<file path="src/rtl/core/b32enc_pkg.sv">
// Shared types, constants and polymod helpers for the Bech32 string encoder.
package b32enc_pkg;

    typedef enum logic [1:0] {
        K_PREFIX = 2'd0,
        K_DATA   = 2'd1,
        K_END    = 2'd2
    } t_kind;

    typedef struct packed {
        t_kind      kind;
        logic [6:0] pchar;
        logic [4:0] dval;
    } t_cmd;

    typedef struct packed {
        logic [6:0] ch;
        logic       last;
        logic       error;
    } t_res;

    typedef enum logic [3:0] {
        ST_RUN,
        ST_HI_RD,
        ST_HI_STEP,
        ST_ZERO,
        ST_LO_RD,
        ST_LO_STEP,
        ST_SEP,
        ST_FOLD,
        ST_CSUM
    } t_bstate;

    localparam int CMD_DEPTH = 2;
    localparam int RES_DEPTH = 2;

    localparam logic [29:0] RESID_INIT = 30'd1;
    localparam logic [6:0]  SEP_CHAR   = 7'h31;
    localparam logic [2:0]  SYM_LAST   = 3'd5;

    localparam logic [29:0] GEN [5] = '{
        30'h3b6a57b2, 30'h26508e6d, 30'h1ea119fa, 30'h3d4233dd, 30'h2a1462b3
    };

    localparam logic [6:0] SYM_CHARS [32] = '{
        7'h71, 7'h70, 7'h7a, 7'h72, 7'h79, 7'h39, 7'h78, 7'h38,
        7'h67, 7'h66, 7'h32, 7'h74, 7'h76, 7'h64, 7'h77, 7'h30,
        7'h73, 7'h33, 7'h6a, 7'h6e, 7'h35, 7'h34, 7'h6b, 7'h68,
        7'h63, 7'h65, 7'h36, 7'h6d, 7'h75, 7'h61, 7'h37, 7'h6c
    };

    function automatic logic [29:0] poly_step(logic [29:0] r, logic [4:0] v);
        logic [29:0] n;
        n = {r[24:0], v};
        for (int k = 0; k < 5; k++) begin
            if (r[25 + k]) begin
                n = n ^ GEN[k];
            end
        end
        return n;
    endfunction

    function automatic logic [6:0] sym_char(logic [4:0] v);
        return SYM_CHARS[v];
    endfunction

endpackage

</file>
<file path="src/rtl/core/b32enc_fifo.sv">
// Small register-based queue with push/pop handshakes.
module b32enc_fifo #(
    parameter int W     = 8,
    parameter int DEPTH = 2
) (
    input  logic         i_clk,
    input  logic         i_rst_n,
    input  logic         i_push,
    input  logic [W-1:0] i_data,
    input  logic         i_pop,
    output logic [W-1:0] o_data,
    output logic         o_full,
    output logic         o_empty
);

    localparam int AW = (DEPTH > 1) ? $clog2(DEPTH) : 1;
    localparam int CW = $clog2(DEPTH + 1);

    logic [W-1:0]  r_mem [DEPTH];
    logic [AW-1:0] r_wr_ptr, n_wr_ptr;
    logic [AW-1:0] r_rd_ptr, n_rd_ptr;
    logic [CW-1:0] r_cnt, n_cnt;
    logic          w_push;
    logic          w_pop;

    assign o_full  = (r_cnt == CW'(DEPTH));
    assign o_empty = (r_cnt == '0);
    assign w_push  = i_push && !o_full;
    assign w_pop   = i_pop && !o_empty;
    assign o_data  = r_mem[r_rd_ptr];

    always_comb begin
        n_wr_ptr = r_wr_ptr;
        n_rd_ptr = r_rd_ptr;
        n_cnt    = r_cnt;
        if (w_push) begin
            n_wr_ptr = (r_wr_ptr == AW'(DEPTH - 1)) ? '0 : r_wr_ptr + 1'b1;
        end
        if (w_pop) begin
            n_rd_ptr = (r_rd_ptr == AW'(DEPTH - 1)) ? '0 : r_rd_ptr + 1'b1;
        end
        case ({w_push, w_pop})
            2'b10:   n_cnt = r_cnt + 1'b1;
            2'b01:   n_cnt = r_cnt - 1'b1;
            default: n_cnt = r_cnt;
        endcase
    end

    always_ff @(posedge i_clk) begin
        if (!i_rst_n) begin
            r_wr_ptr <= '0;
            r_rd_ptr <= '0;
            r_cnt    <= '0;
        end else begin
            r_wr_ptr <= n_wr_ptr;
            r_rd_ptr <= n_rd_ptr;
            r_cnt    <= n_cnt;
        end
    end

    always_ff @(posedge i_clk) begin
        if (w_push) begin
            r_mem[r_wr_ptr] <= i_data;
        end
    end

endmodule

</file>
<file path="src/rtl/core/b32enc_front.sv">
// Front end: accepts input items, decodes the action and queues commands.
module b32enc_front (
    input  logic                i_clk,
    input  logic                i_rst_n,
    input  logic                i_push,
    input  logic [1:0]          i_action,
    input  logic [6:0]          i_prefix_char,
    input  logic [4:0]          i_data_value,
    output logic                o_full,
    output logic                o_cmd_vld,
    output b32enc_pkg::t_cmd    o_cmd,
    input  logic                i_cmd_pop
);

    b32enc_pkg::t_cmd w_cmd;
    logic             w_known;
    logic             w_q_empty;

    always_comb begin
        w_cmd.pchar = i_prefix_char;
        w_cmd.dval  = i_data_value;
        w_known     = 1'b1;
        unique case (i_action)
            b32enc_pkg::K_PREFIX: w_cmd.kind = b32enc_pkg::K_PREFIX;
            b32enc_pkg::K_DATA:   w_cmd.kind = b32enc_pkg::K_DATA;
            b32enc_pkg::K_END:    w_cmd.kind = b32enc_pkg::K_END;
            default: begin
                // drop unknown actions
                w_cmd.kind = b32enc_pkg::K_PREFIX;
                w_known    = 1'b0;
            end
        endcase
    end

    b32enc_fifo #(
        .W     ($bits(b32enc_pkg::t_cmd)),
        .DEPTH (b32enc_pkg::CMD_DEPTH)
    ) u_cmd_q (
        .i_clk   (i_clk),
        .i_rst_n (i_rst_n),
        .i_push  (i_push && w_known),
        .i_data  (w_cmd),
        .i_pop   (i_cmd_pop),
        .o_data  (o_cmd),
        .o_full  (o_full),
        .o_empty (w_q_empty)
    );

    assign o_cmd_vld = !w_q_empty;

endmodule

</file>
<file path="src/rtl/core/b32enc_back.sv">
// Back end: prefix store, polymod sequencer and result generation.
module b32enc_back #(
    parameter int PREFIX_MAX = 128
) (
    input  logic                i_clk,
    input  logic                i_rst_n,
    input  logic                i_cmd_vld,
    input  b32enc_pkg::t_cmd    i_cmd,
    output logic                o_cmd_pop,
    input  logic                i_res_full,
    output logic                o_res_push,
    output b32enc_pkg::t_res    o_res
);

    localparam int AW = (PREFIX_MAX > 1) ? $clog2(PREFIX_MAX) : 1;
    localparam int CW = $clog2(PREFIX_MAX + 1);

    b32enc_pkg::t_bstate r_state, n_state;
    logic [CW-1:0]       r_count, n_count;
    logic [CW-1:0]       r_idx, n_idx;
    logic [2:0]          r_sym, n_sym;
    logic [29:0]         r_resid, n_resid;
    logic                r_data_phase, n_data_phase;
    logic [6:0]          r_store [PREFIX_MAX];
    logic [6:0]          r_rd_q;
    logic                w_store_wr;
    logic                w_idx_last;
    logic [29:0]         w_fold;

    assign w_idx_last = (CW'(r_idx + 1'b1) == r_count);
    assign w_fold     = b32enc_pkg::poly_step(r_resid, 5'd0);

    always_comb begin
        n_state = r_state;
        unique case (r_state)
            b32enc_pkg::ST_RUN: begin
                if (i_cmd_vld && i_cmd.kind != b32enc_pkg::K_PREFIX) begin
                    if (!r_data_phase) begin
                        n_state = (r_count != '0) ? b32enc_pkg::ST_HI_RD
                                                  : b32enc_pkg::ST_ZERO;
                    end else if (i_cmd.kind == b32enc_pkg::K_END) begin
                        n_state = b32enc_pkg::ST_FOLD;
                    end
                end
            end
            b32enc_pkg::ST_HI_RD:   n_state = b32enc_pkg::ST_HI_STEP;
            b32enc_pkg::ST_HI_STEP: begin
                n_state = w_idx_last ? b32enc_pkg::ST_ZERO : b32enc_pkg::ST_HI_RD;
            end
            b32enc_pkg::ST_ZERO: begin
                n_state = (r_count != '0) ? b32enc_pkg::ST_LO_RD : b32enc_pkg::ST_SEP;
            end
            b32enc_pkg::ST_LO_RD:   n_state = b32enc_pkg::ST_LO_STEP;
            b32enc_pkg::ST_LO_STEP: begin
                n_state = w_idx_last ? b32enc_pkg::ST_SEP : b32enc_pkg::ST_LO_RD;
            end
            b32enc_pkg::ST_SEP: begin
                if (!i_res_full) begin
                    n_state = b32enc_pkg::ST_RUN;
                end
            end
            b32enc_pkg::ST_FOLD: begin
                if (r_sym == b32enc_pkg::SYM_LAST) begin
                    n_state = b32enc_pkg::ST_CSUM;
                end
            end
            b32enc_pkg::ST_CSUM: begin
                if (!i_res_full && r_sym == b32enc_pkg::SYM_LAST) begin
                    n_state = b32enc_pkg::ST_RUN;
                end
            end
            default: n_state = b32enc_pkg::ST_RUN;
        endcase
    end

    always_comb begin
        n_count      = r_count;
        n_idx        = r_idx;
        n_sym        = r_sym;
        n_resid      = r_resid;
        n_data_phase = r_data_phase;
        o_cmd_pop    = 1'b0;
        o_res_push   = 1'b0;
        o_res        = '0;
        w_store_wr   = 1'b0;
        unique case (r_state)
            b32enc_pkg::ST_RUN: begin
                if (i_cmd_vld) begin
                    unique case (i_cmd.kind)
                        b32enc_pkg::K_PREFIX: begin
                            if (!i_res_full) begin
                                o_res_push = 1'b1;
                                o_cmd_pop  = 1'b1;
                                if (r_data_phase || r_count == CW'(PREFIX_MAX)) begin
                                    o_res.error = 1'b1;
                                end else begin
                                    o_res.ch   = i_cmd.pchar;
                                    w_store_wr = 1'b1;
                                    n_count    = r_count + 1'b1;
                                end
                            end
                        end
                        b32enc_pkg::K_DATA: begin
                            n_idx = '0;
                            if (r_data_phase && !i_res_full) begin
                                o_res_push = 1'b1;
                                o_cmd_pop  = 1'b1;
                                o_res.ch   = b32enc_pkg::sym_char(i_cmd.dval);
                                n_resid    = b32enc_pkg::poly_step(r_resid, i_cmd.dval);
                            end
                        end
                        b32enc_pkg::K_END: begin
                            n_idx = '0;
                            n_sym = '0;
                        end
                        default: n_idx = r_idx;
                    endcase
                end
            end
            b32enc_pkg::ST_HI_STEP: begin
                n_resid = b32enc_pkg::poly_step(r_resid, {3'b000, r_rd_q[6:5]});
                n_idx   = w_idx_last ? '0 : r_idx + 1'b1;
            end
            b32enc_pkg::ST_ZERO: begin
                n_resid = w_fold;
                n_idx   = '0;
            end
            b32enc_pkg::ST_LO_STEP: begin
                n_resid = b32enc_pkg::poly_step(r_resid, r_rd_q[4:0]);
                n_idx   = w_idx_last ? '0 : r_idx + 1'b1;
            end
            b32enc_pkg::ST_SEP: begin
                if (!i_res_full) begin
                    o_res_push   = 1'b1;
                    o_res.ch     = b32enc_pkg::SEP_CHAR;
                    n_data_phase = 1'b1;
                end
            end
            b32enc_pkg::ST_FOLD: begin
                if (r_sym == b32enc_pkg::SYM_LAST) begin
                    n_resid = w_fold ^ 30'd1;
                    n_sym   = '0;
                end else begin
                    n_resid = w_fold;
                    n_sym   = r_sym + 1'b1;
                end
            end
            b32enc_pkg::ST_CSUM: begin
                if (!i_res_full) begin
                    o_res_push = 1'b1;
                    o_res.ch   = b32enc_pkg::sym_char(r_resid[29:25]);
                    o_res.last = (r_sym == b32enc_pkg::SYM_LAST);
                    n_resid    = {r_resid[24:0], 5'd0};
                    n_sym      = r_sym + 1'b1;
                    if (r_sym == b32enc_pkg::SYM_LAST) begin
                        o_cmd_pop    = 1'b1;
                        n_count      = '0;
                        n_resid      = b32enc_pkg::RESID_INIT;
                        n_data_phase = 1'b0;
                        n_sym        = '0;
                    end
                end
            end
            default: n_idx = r_idx;
        endcase
    end

    always_ff @(posedge i_clk) begin
        if (!i_rst_n) begin
            r_state      <= b32enc_pkg::ST_RUN;
            r_count      <= '0;
            r_idx        <= '0;
            r_sym        <= '0;
            r_resid      <= b32enc_pkg::RESID_INIT;
            r_data_phase <= 1'b0;
        end else begin
            r_state      <= n_state;
            r_count      <= n_count;
            r_idx        <= n_idx;
            r_sym        <= n_sym;
            r_resid      <= n_resid;
            r_data_phase <= n_data_phase;
        end
    end

    always_ff @(posedge i_clk) begin
        if (w_store_wr) begin
            r_store[r_count[AW-1:0]] <= i_cmd.pchar;
        end
        r_rd_q <= r_store[r_idx[AW-1:0]];
    end

endmodule

</file>
<file path="src/rtl/core/bech32_string_encoder.sv">
// Top level of the Bech32 string encoder: front end, back end and result queue.
//
//   channel  | handshake        | payload
//   ---------+------------------+-------------------------------------
//   input    | push / full      | i_action, i_prefix_char, i_data_value
//   result   | pop / empty      | o_out_char, o_last, o_error
//
// The first data symbol or end mark runs the N stored prefix characters through the
// polymod in two passes (high bits, a zero symbol, then low bits), each character a
// store read then a polymod step, and then emits the separator. The end mark then
// folds in six zero symbols and emits the six checksum characters.
// Reset is synchronous; no clearing pass, the prefix store is read only below the count.
// A full result queue stalls the back end; a full command queue raises full.
module bech32_string_encoder #(
    parameter int PREFIX_MAX = 128
) (
    input  logic       i_clk,
    input  logic       i_rst_n,
    input  logic       push,
    output logic       full,
    input  logic [1:0] i_action,
    input  logic [6:0] i_prefix_char,
    input  logic [4:0] i_data_value,
    output logic       empty,
    input  logic       pop,
    output logic [6:0] o_out_char,
    output logic       o_last,
    output logic       o_error
);

    b32enc_pkg::t_cmd w_cmd;
    logic             w_cmd_vld;
    logic             w_cmd_pop;
    b32enc_pkg::t_res w_res;
    logic             w_res_push;
    logic             w_res_full;
    b32enc_pkg::t_res w_res_head;

    b32enc_front u_front (
        .i_clk         (i_clk),
        .i_rst_n       (i_rst_n),
        .i_push        (push),
        .i_action      (i_action),
        .i_prefix_char (i_prefix_char),
        .i_data_value  (i_data_value),
        .o_full        (full),
        .o_cmd_vld     (w_cmd_vld),
        .o_cmd         (w_cmd),
        .i_cmd_pop     (w_cmd_pop)
    );

    b32enc_back #(
        .PREFIX_MAX (PREFIX_MAX)
    ) u_back (
        .i_clk      (i_clk),
        .i_rst_n    (i_rst_n),
        .i_cmd_vld  (w_cmd_vld),
        .i_cmd      (w_cmd),
        .o_cmd_pop  (w_cmd_pop),
        .i_res_full (w_res_full),
        .o_res_push (w_res_push),
        .o_res      (w_res)
    );

    b32enc_fifo #(
        .W     ($bits(b32enc_pkg::t_res)),
        .DEPTH (b32enc_pkg::RES_DEPTH)
    ) u_res_q (
        .i_clk   (i_clk),
        .i_rst_n (i_rst_n),
        .i_push  (w_res_push),
        .i_data  (w_res),
        .i_pop   (pop),
        .o_data  (w_res_head),
        .o_full  (w_res_full),
        .o_empty (empty)
    );

    assign o_out_char = w_res_head.ch;
    assign o_last     = w_res_head.last;
    assign o_error    = w_res_head.error;

`ifndef SYNTH
    a_res_push_room: assert property (@(posedge i_clk) disable iff (!i_rst_n)
        w_res_push |-> !w_res_full)
        else $error("result transfer into a full queue");

    a_cmd_pop_valid: assert property (@(posedge i_clk) disable iff (!i_rst_n)
        w_cmd_pop |-> w_cmd_vld)
        else $error("command dropped from an empty queue");

    a_error_clean: assert property (@(posedge i_clk) disable iff (!i_rst_n)
        (!empty && o_error) |-> (o_out_char == 7'd0 && !o_last))
        else $error("error result carries a character or last mark");

    a_last_pops: assert property (@(posedge i_clk) disable iff (!i_rst_n)
        (w_res_push && w_res.last) |-> w_cmd_pop)
        else $error("final checksum character without retiring the end command");
`endif

endmodule

</file>
<file path="config.mk">
export PLATFORM = sky130hd
export DESIGN_NAME = bech32_string_encoder
export DESIGN_NICKNAME = d
export VERILOG_FILES = /design/src/rtl/core/b32enc_pkg.sv /design/src/rtl/core/b32enc_fifo.sv /design/src/rtl/core/b32enc_front.sv /design/src/rtl/core/b32enc_back.sv /design/src/rtl/core/bech32_string_encoder.sv
export SDC_FILE = /design/constraint.sdc
export NUM_CORES = 1
export LEC_CHECK = 0
export BUFFER_PORTS_ARGS = -buffer_cell sky130_fd_sc_hd__buf_4
export CAP_MARGIN = 20
export CELL_PAD_IN_SITES_DETAIL_PLACEMENT = 0
export CELL_PAD_IN_SITES_GLOBAL_PLACEMENT = 1
export CORE_MARGIN = 2
export CORE_UTILIZATION = 45
export DETAILED_ROUTE_END_ITERATION = 16
export GPL_TIMING_DRIVEN = 1
export PLACE_DENSITY = 0.76
export SLEW_MARGIN = 20
export SYNTH_ARGS = -nofsm -noshare
export SYNTH_HDL_FRONTEND = slang
export SYNTH_SLANG_ARGS = --single-unit
</file>
<file path="constraint.sdc">
create_clock -name i_clk -period 4.2 [get_ports i_clk]
set_clock_uncertainty 0.05 [all_clocks]
set_input_delay 1.05 -clock i_clk [delete_from_list [all_inputs] [get_ports i_clk]]
set_output_delay 1.05 -clock i_clk [all_outputs]
set_load 0.01 [all_outputs]
</file>
; ---- Word-level counts from Yosys, hierarchy flattened
; Memory sizes are Yosys's and may differ from the RTL's. A register that Yosys moved wholly into a read port is not among the register bits.
; Index checks and enable logic that the tools add are counted.
[word_totals]
register_bits = 62
ramBits = 942
mem_bits_ro = 448
in_bits = 18
output_inout_bits = 11
wordCells = 257
mem_count = 5
[op_classes]
add_sub_neg = 11
n_lt_le_gt_ge = 2
n_eq_ne = 36
mux = 131
n_bitwise = 23
n_reduce_logical = 37
[mem_list]
columns = name, words, width, read_ports, rd_ports_with_merged_regs, write_ports, line
row1 = u_back.r_store, 128, 7, 1, 1, 1, b32enc_back.sv:24  ; logic [6:0] r_store [PREFIX_MAX];
row2 = (no name shown), 32, 7, 1, 0, 0, b32enc_pkg.sv:64  ; return SYM_CHARS[v];
row3 = (no name shown), 32, 7, 1, 0, 0, b32enc_pkg.sv:64
row4 = u_front.u_cmd_q.r_mem, 2, 14, 1, 1, 1, b32enc_fifo.sv:19  ; logic [W-1:0] r_mem [DEPTH];
row5 = u_res_q.r_mem, 2, 9, 1, 1, 1, b32enc_fifo.sv:19
[ops]
columns = operator, n
row1 = 30-bit 2-to-1 mux, 45
row2 = 30-bit one-hot mux with 6 select lines, 1
row3 = 29-bit 2-to-1 mux, 4
row4 = 8-bit 2-to-1 mux, 10
row5 = 18-bit inverter, 4
row6 = 17-bit inverter, 4
row7 = 16-bit inverter, 4
row8 = 7-bit 2-to-1 mux, 8
row9 = 14-bit inverter, 4
row10 = 13-bit inverter, 4
row11 = 4-bit one-hot mux with 9 select lines, 1
row12 = 1-bit 2-to-1 mux, 35
row13 = 4-bit 2-to-1 mux, 6
row14 = 8-bit one-hot mux with 3 select lines, 1
row15 = 7-bit one-hot mux with 3 select lines, 1
row16 = "8-bit by 1-bit adder with 8-bit output, second input constant", 2
row17 = "4-bit by 3-bit equality test with 1-bit output, second input constant", 4
row18 = "2-bit inequality test, second input constant", 8
row19 = 8-bit one-hot mux with 2 select lines, 1
row20 = 7-bit one-hot mux with 2 select lines, 1
row21 = "2-bit equality test, second input constant", 6
row22 = "6-bit >= comparator, second input constant", 2
row23 = 3-bit 2-to-1 mux, 4
row24 = "2-bit by 1-bit inequality test with 1-bit output, second input constant", 6
row25 = other kinds (34), 74

; ---- Depth between registers and ports, before layout
[logic_depth]
ltp_word = 31
depth_mapped = 13
ltp_nobuf = 10

; ---- Cells and area by module
; From an unflattened synthesis, not the netlist that was laid out.
[hier_totals]
cells_unflattened = 2343
hier_area_um2 = 41329.6
[modules_own_cells]
columns = mod, n_inst, cells_per_inst, area_each_um2
row1 = b32enc_back, 1, 2216, 39180.1
row2 = b32enc_fifo (u_front.u_cmd_q), 1, 69, 1239.9
row3 = b32enc_fifo (u_res_q), 1, 54, 883.3
row4 = b32enc_front, 1, 4, 26.3

; ---- Least setup slack after synthesis
; OpenSTA, ideal clock, no wires.
[synth_timing]
path_kind = register to register
start = register with a tool-made name
end = memory u_back.r_store[110][0] (enable)
setup_ns = 0.360
arrival_ns = 2.550
required_ns = 3.790
path_slack_ns = 1.240
stages_incl_launch_ff = 11
path_buffers = 3
synth_period_minus_slack_ns = 2.960
path_cell_list = dfxtp_1 > buf_2 > buf_2 > mux2i_1 > ha_1 > and2_1 > nand2_1 > nor3b_2 > nand3_1 > clkbuf_1 > nor2_1
[synth_lines]
columns = element, line
row1 = end: declaration, b32enc_back.sv:24

==> impl_metrics.toml <==
[power_and_ir_drop]
combinationalPowerShare_pct = 21.0
p_per_area_mw_per_mm2 = 575
switching_share_pct = 28.2
ir_worst_vdd_uv = 372
pwr-share-seq_pct = 45.3
clkPwrFrac_pct = 33.8
switchingPower_mw = 7.56
leakagePower_nw = 14.5
finalPower_mw = 26.8
power.internal_mw = 19.3

[logic_synthesis]
synth_enable_flop_cells = 942
synth_top_family_by_area = "multiplexers"
seq_area_frac_synth_pct = 71.3
netlist_instances = 2397
async_reset_ff_share_pct = 0
synth_top_cell_by_area = "edfxtp_1"
synth_compound_area_share_pct = 5.25
synth_warnings = 0
yosys.area_share.simple_pct = 5.12
avgSynthCellArea_um2 = 17.4
synth_cell_type_count = 85
synth_top_area_share_pct = 67.9
synth.area.top_cells = "edfxtp_1 68%, mux4_2 9.7%, dfxtp_1 3.4%"
synthAdderAreaFrac_pct = 0.384
synth_ff_type = "edfxtp_1"
syn_area_mm2 = 0.0417
synth_xor_xnor_area_share_pct = 1.38
synth.mux.area_fraction_pct = 14.4
yosys_register_bits = 1013
syn-num-nets = 2427

[routing]
viasPerCell = 6.07
drt_first_pass_iters = 5
routed_wl_um = 100000
wl_met3_um = 7230
wl_per_cell_um = 26.9
drt_iter0_drc = 2757
vias = 22700
met2_wirelength_um = 48900
route.detailed.drc = 0
wirelength_met1_um = 41300
ant_nets = 0
routed.top_layer = "met5"

[cells_and_area]
drive_gt1_share_pct = 19.3
most-common-layout-cells = "942 x edfxtp_1, 215 x nor2_1, 179 x mux4_2"
finish.utilization_pct = 50.9
area_delta_synth_final_pct = 12.0
n_antenna_cell = 0
final_nets = 2488
stdcell_count = 3732
final_common_cell = "edfxtp_1"

[timing]
timing.final.crit_period_ps = 3340
fmax_ghz = 0.299
fin_ws_ps = 856
rsz0062_at_grt = "no"
slew_violations = 0
hold_viol = 0
relSlewSlack_pct = 31.1
setup_violations = 0
post-route-period-util_pct = 79.6
fin_setup_tns_ps = 0
tightest_slew_ps = 1030

[critical_path]
cpPeakStageDelay_ps = 770
cp_max_fo = 36
crit_required_ps = 4700
worstSetupEndpointType = "flip-flop"
cp.arrival_ps = 3850
crit_path_top_delay_cell = "dfxtp_4"
ff2ff_path_depth = 7
path_class = "flip-flop to flip-flop"
cpMostUsedCell = "mux4_2"
r2r_end = "u_back.r_rd_q[0]"
r2r_slack_ps = 860
cp-endpoint = "u_back.r_rd_q[0]"
critPathLaunchType = "flip-flop"
r2r-start = "u_back.r_idx[0]"
path_cells = "buf_12 > buf_4 > mux4_2 > mux4_2 > nor2b_1 > a211oi_2 > nor3_1"
crit_path_start = "u_back.r_idx[0]"

[outcome]
outcome = "complete, no violations"

[floorplanning]
fp.dieArea_mm2 = 0.0951
io-pin-count = 29
initial_core_util_pct = 45.5
num_rows = 111
dieHeight_um = 308
die_w_um = 308
core_area_mm2 = 0.0917

[cts]
clkSlewWorstSetupHoldPaths_ps = 60
h-tree-depth = 3
cts_resized = 0
tritoncts = "yes"
numCtsBuffers = 102
worstSkewPairLatency_ps = 680
cts-root-buf = "clkbuf_16"
clockBufferDepth = 3
cts_sinks = 1013
postCtsHoldBufs = 0
cts_setup_buffers = 0

[place]
gp_congestion = 0.840
dp.final_hpwl_um = 62400
placedCellCount = 3540
io_buffers = 28
dp_slack_ps = 847

[grt]
grt_pass1_vias = 22600
track_usage_pct = 21.3
grt_pass1_wl_um = 150000
grt-ovfl-total = 0
antenna_found_initial = 2
grt_max_degree = 129

[hold_path]
hold_path_class = "flip-flop to flip-flop"

[job]
max-cap-violations = 0
## metal layers
| layer | GRT usage, % | vias to the layer above |
|---|---|---|
| li1 | - | 9727 |
| met1 | 29.2 | 11800 |
| met2 | 34.8 | 953 |
| met3 | 3.76 | 189 |
| met4 | 6.80 | 4 |
| met5 | 0 | - |
## per-stage QoR
stage          area [um^2]  hold slack (ps)
2_1_floorplan        41700              399
3_3_place_gp         43300              425
3_5_place_dp         43300              432
4_1_cts              46700              442
5_1_grt              46700              464
6_report             46700              445
## final cells by class
class | count | area, um^2
clock inverters | 62 | 622
well taps | 1186 | 1480
multi-input cells | 1213 | 11100
clock buffers | 130 | 2760
repair buffers | 105 | 926
inverters | 23 | 86.3
fillers | 7310 | 45000
flip-flops and latches | 1013 | 29700
## worst max-delay path: cells and delay by family (launching register included)
| family | cells | cell delay [ps] |
|---|---|---|
| muxes | 2 | 1020 |
| and+or+nand+nor | 2 | 270 |
| DFF | 1 | 770 |
| buffers and inverters | 2 | 720 |
| AOI/OAI and AO/OA | 1 | 330 |
## power groups by stage
stage	logic, mW	registers (mW)	clock network, mW
detailed placement	5.64	12.4	0
global placement	5.53	12.3	0
finish	5.63	12.1	9.06
global route	6.08	12.2	9.59
floorplan	4.29	12.1	0
CTS	5.66	12.1	9.19
## registers in the layout, indices dropped and copies added, names as in the netlist, 2 cells and up, named ones only
signal                 flops
u_back.r_store           896
u_back.r_resid            30
u_front.u_cmd_q.r_mem     28
u_res_q.r_mem             18
u_back.r_count             8
u_back.r_idx               8
u_back.r_rd_q              7
u_back.r_state             4
u_back.r_sym               3
u_front.u_cmd_q.r_cnt      2
u_res_q.r_cnt              2
## cells in the mapped netlist, drive strengths merged (6+ instances only)
cell type  instances
mux2i            130
inv               22
and3               6
nor3              19
edfxtp           942
o211ai             9
nand4             11
o21a               6
a211oi            14
xor2              19
o21ai             69
a22o               8
a311oi            13
buf               88
o22ai             20
a31oi             12
and2              12
nand2             91
ha                12
a22oi             34
o211a              6
nor2b             27
nand3             48
clkbuf            60
a21oi             61
xnor2             42
dfxtp             71
o221ai            14
nand2b             9
mux4             192
or3                6
nor2             215
mux2              29
a221oi            21
## cells by family after synthesis
group	Yosys count
compound gates	320
xor+xnor	62
fa+ha+maj	13
buf+inv	171
flops	1013
mux	351
simple gates	467
## how the worst min path moves through the flow
stage | from | end | slack, ps | cells past startpoint
2_1_floorplan | u_back.r_resid[4] | u_back.r_resid[4] | 400 | 2
3_3_place_gp | u_back.r_resid[4] | u_back.r_resid[4] | 420 | 2
3_5_place_dp | u_back.r_resid[4] | u_back.r_resid[4] | 430 | 2
4_1_cts | u_back.r_resid[4] | u_back.r_resid[4] | 440 | 2
5_1_grt | i_prefix_char[0] | u_front.u_cmd_q.r_mem[0][5] | 460 | 1
6_report | u_back.r_resid[4] | u_back.r_resid[4] | 450 | 2
Note: power is estimated with default switching activity, not from simulation.
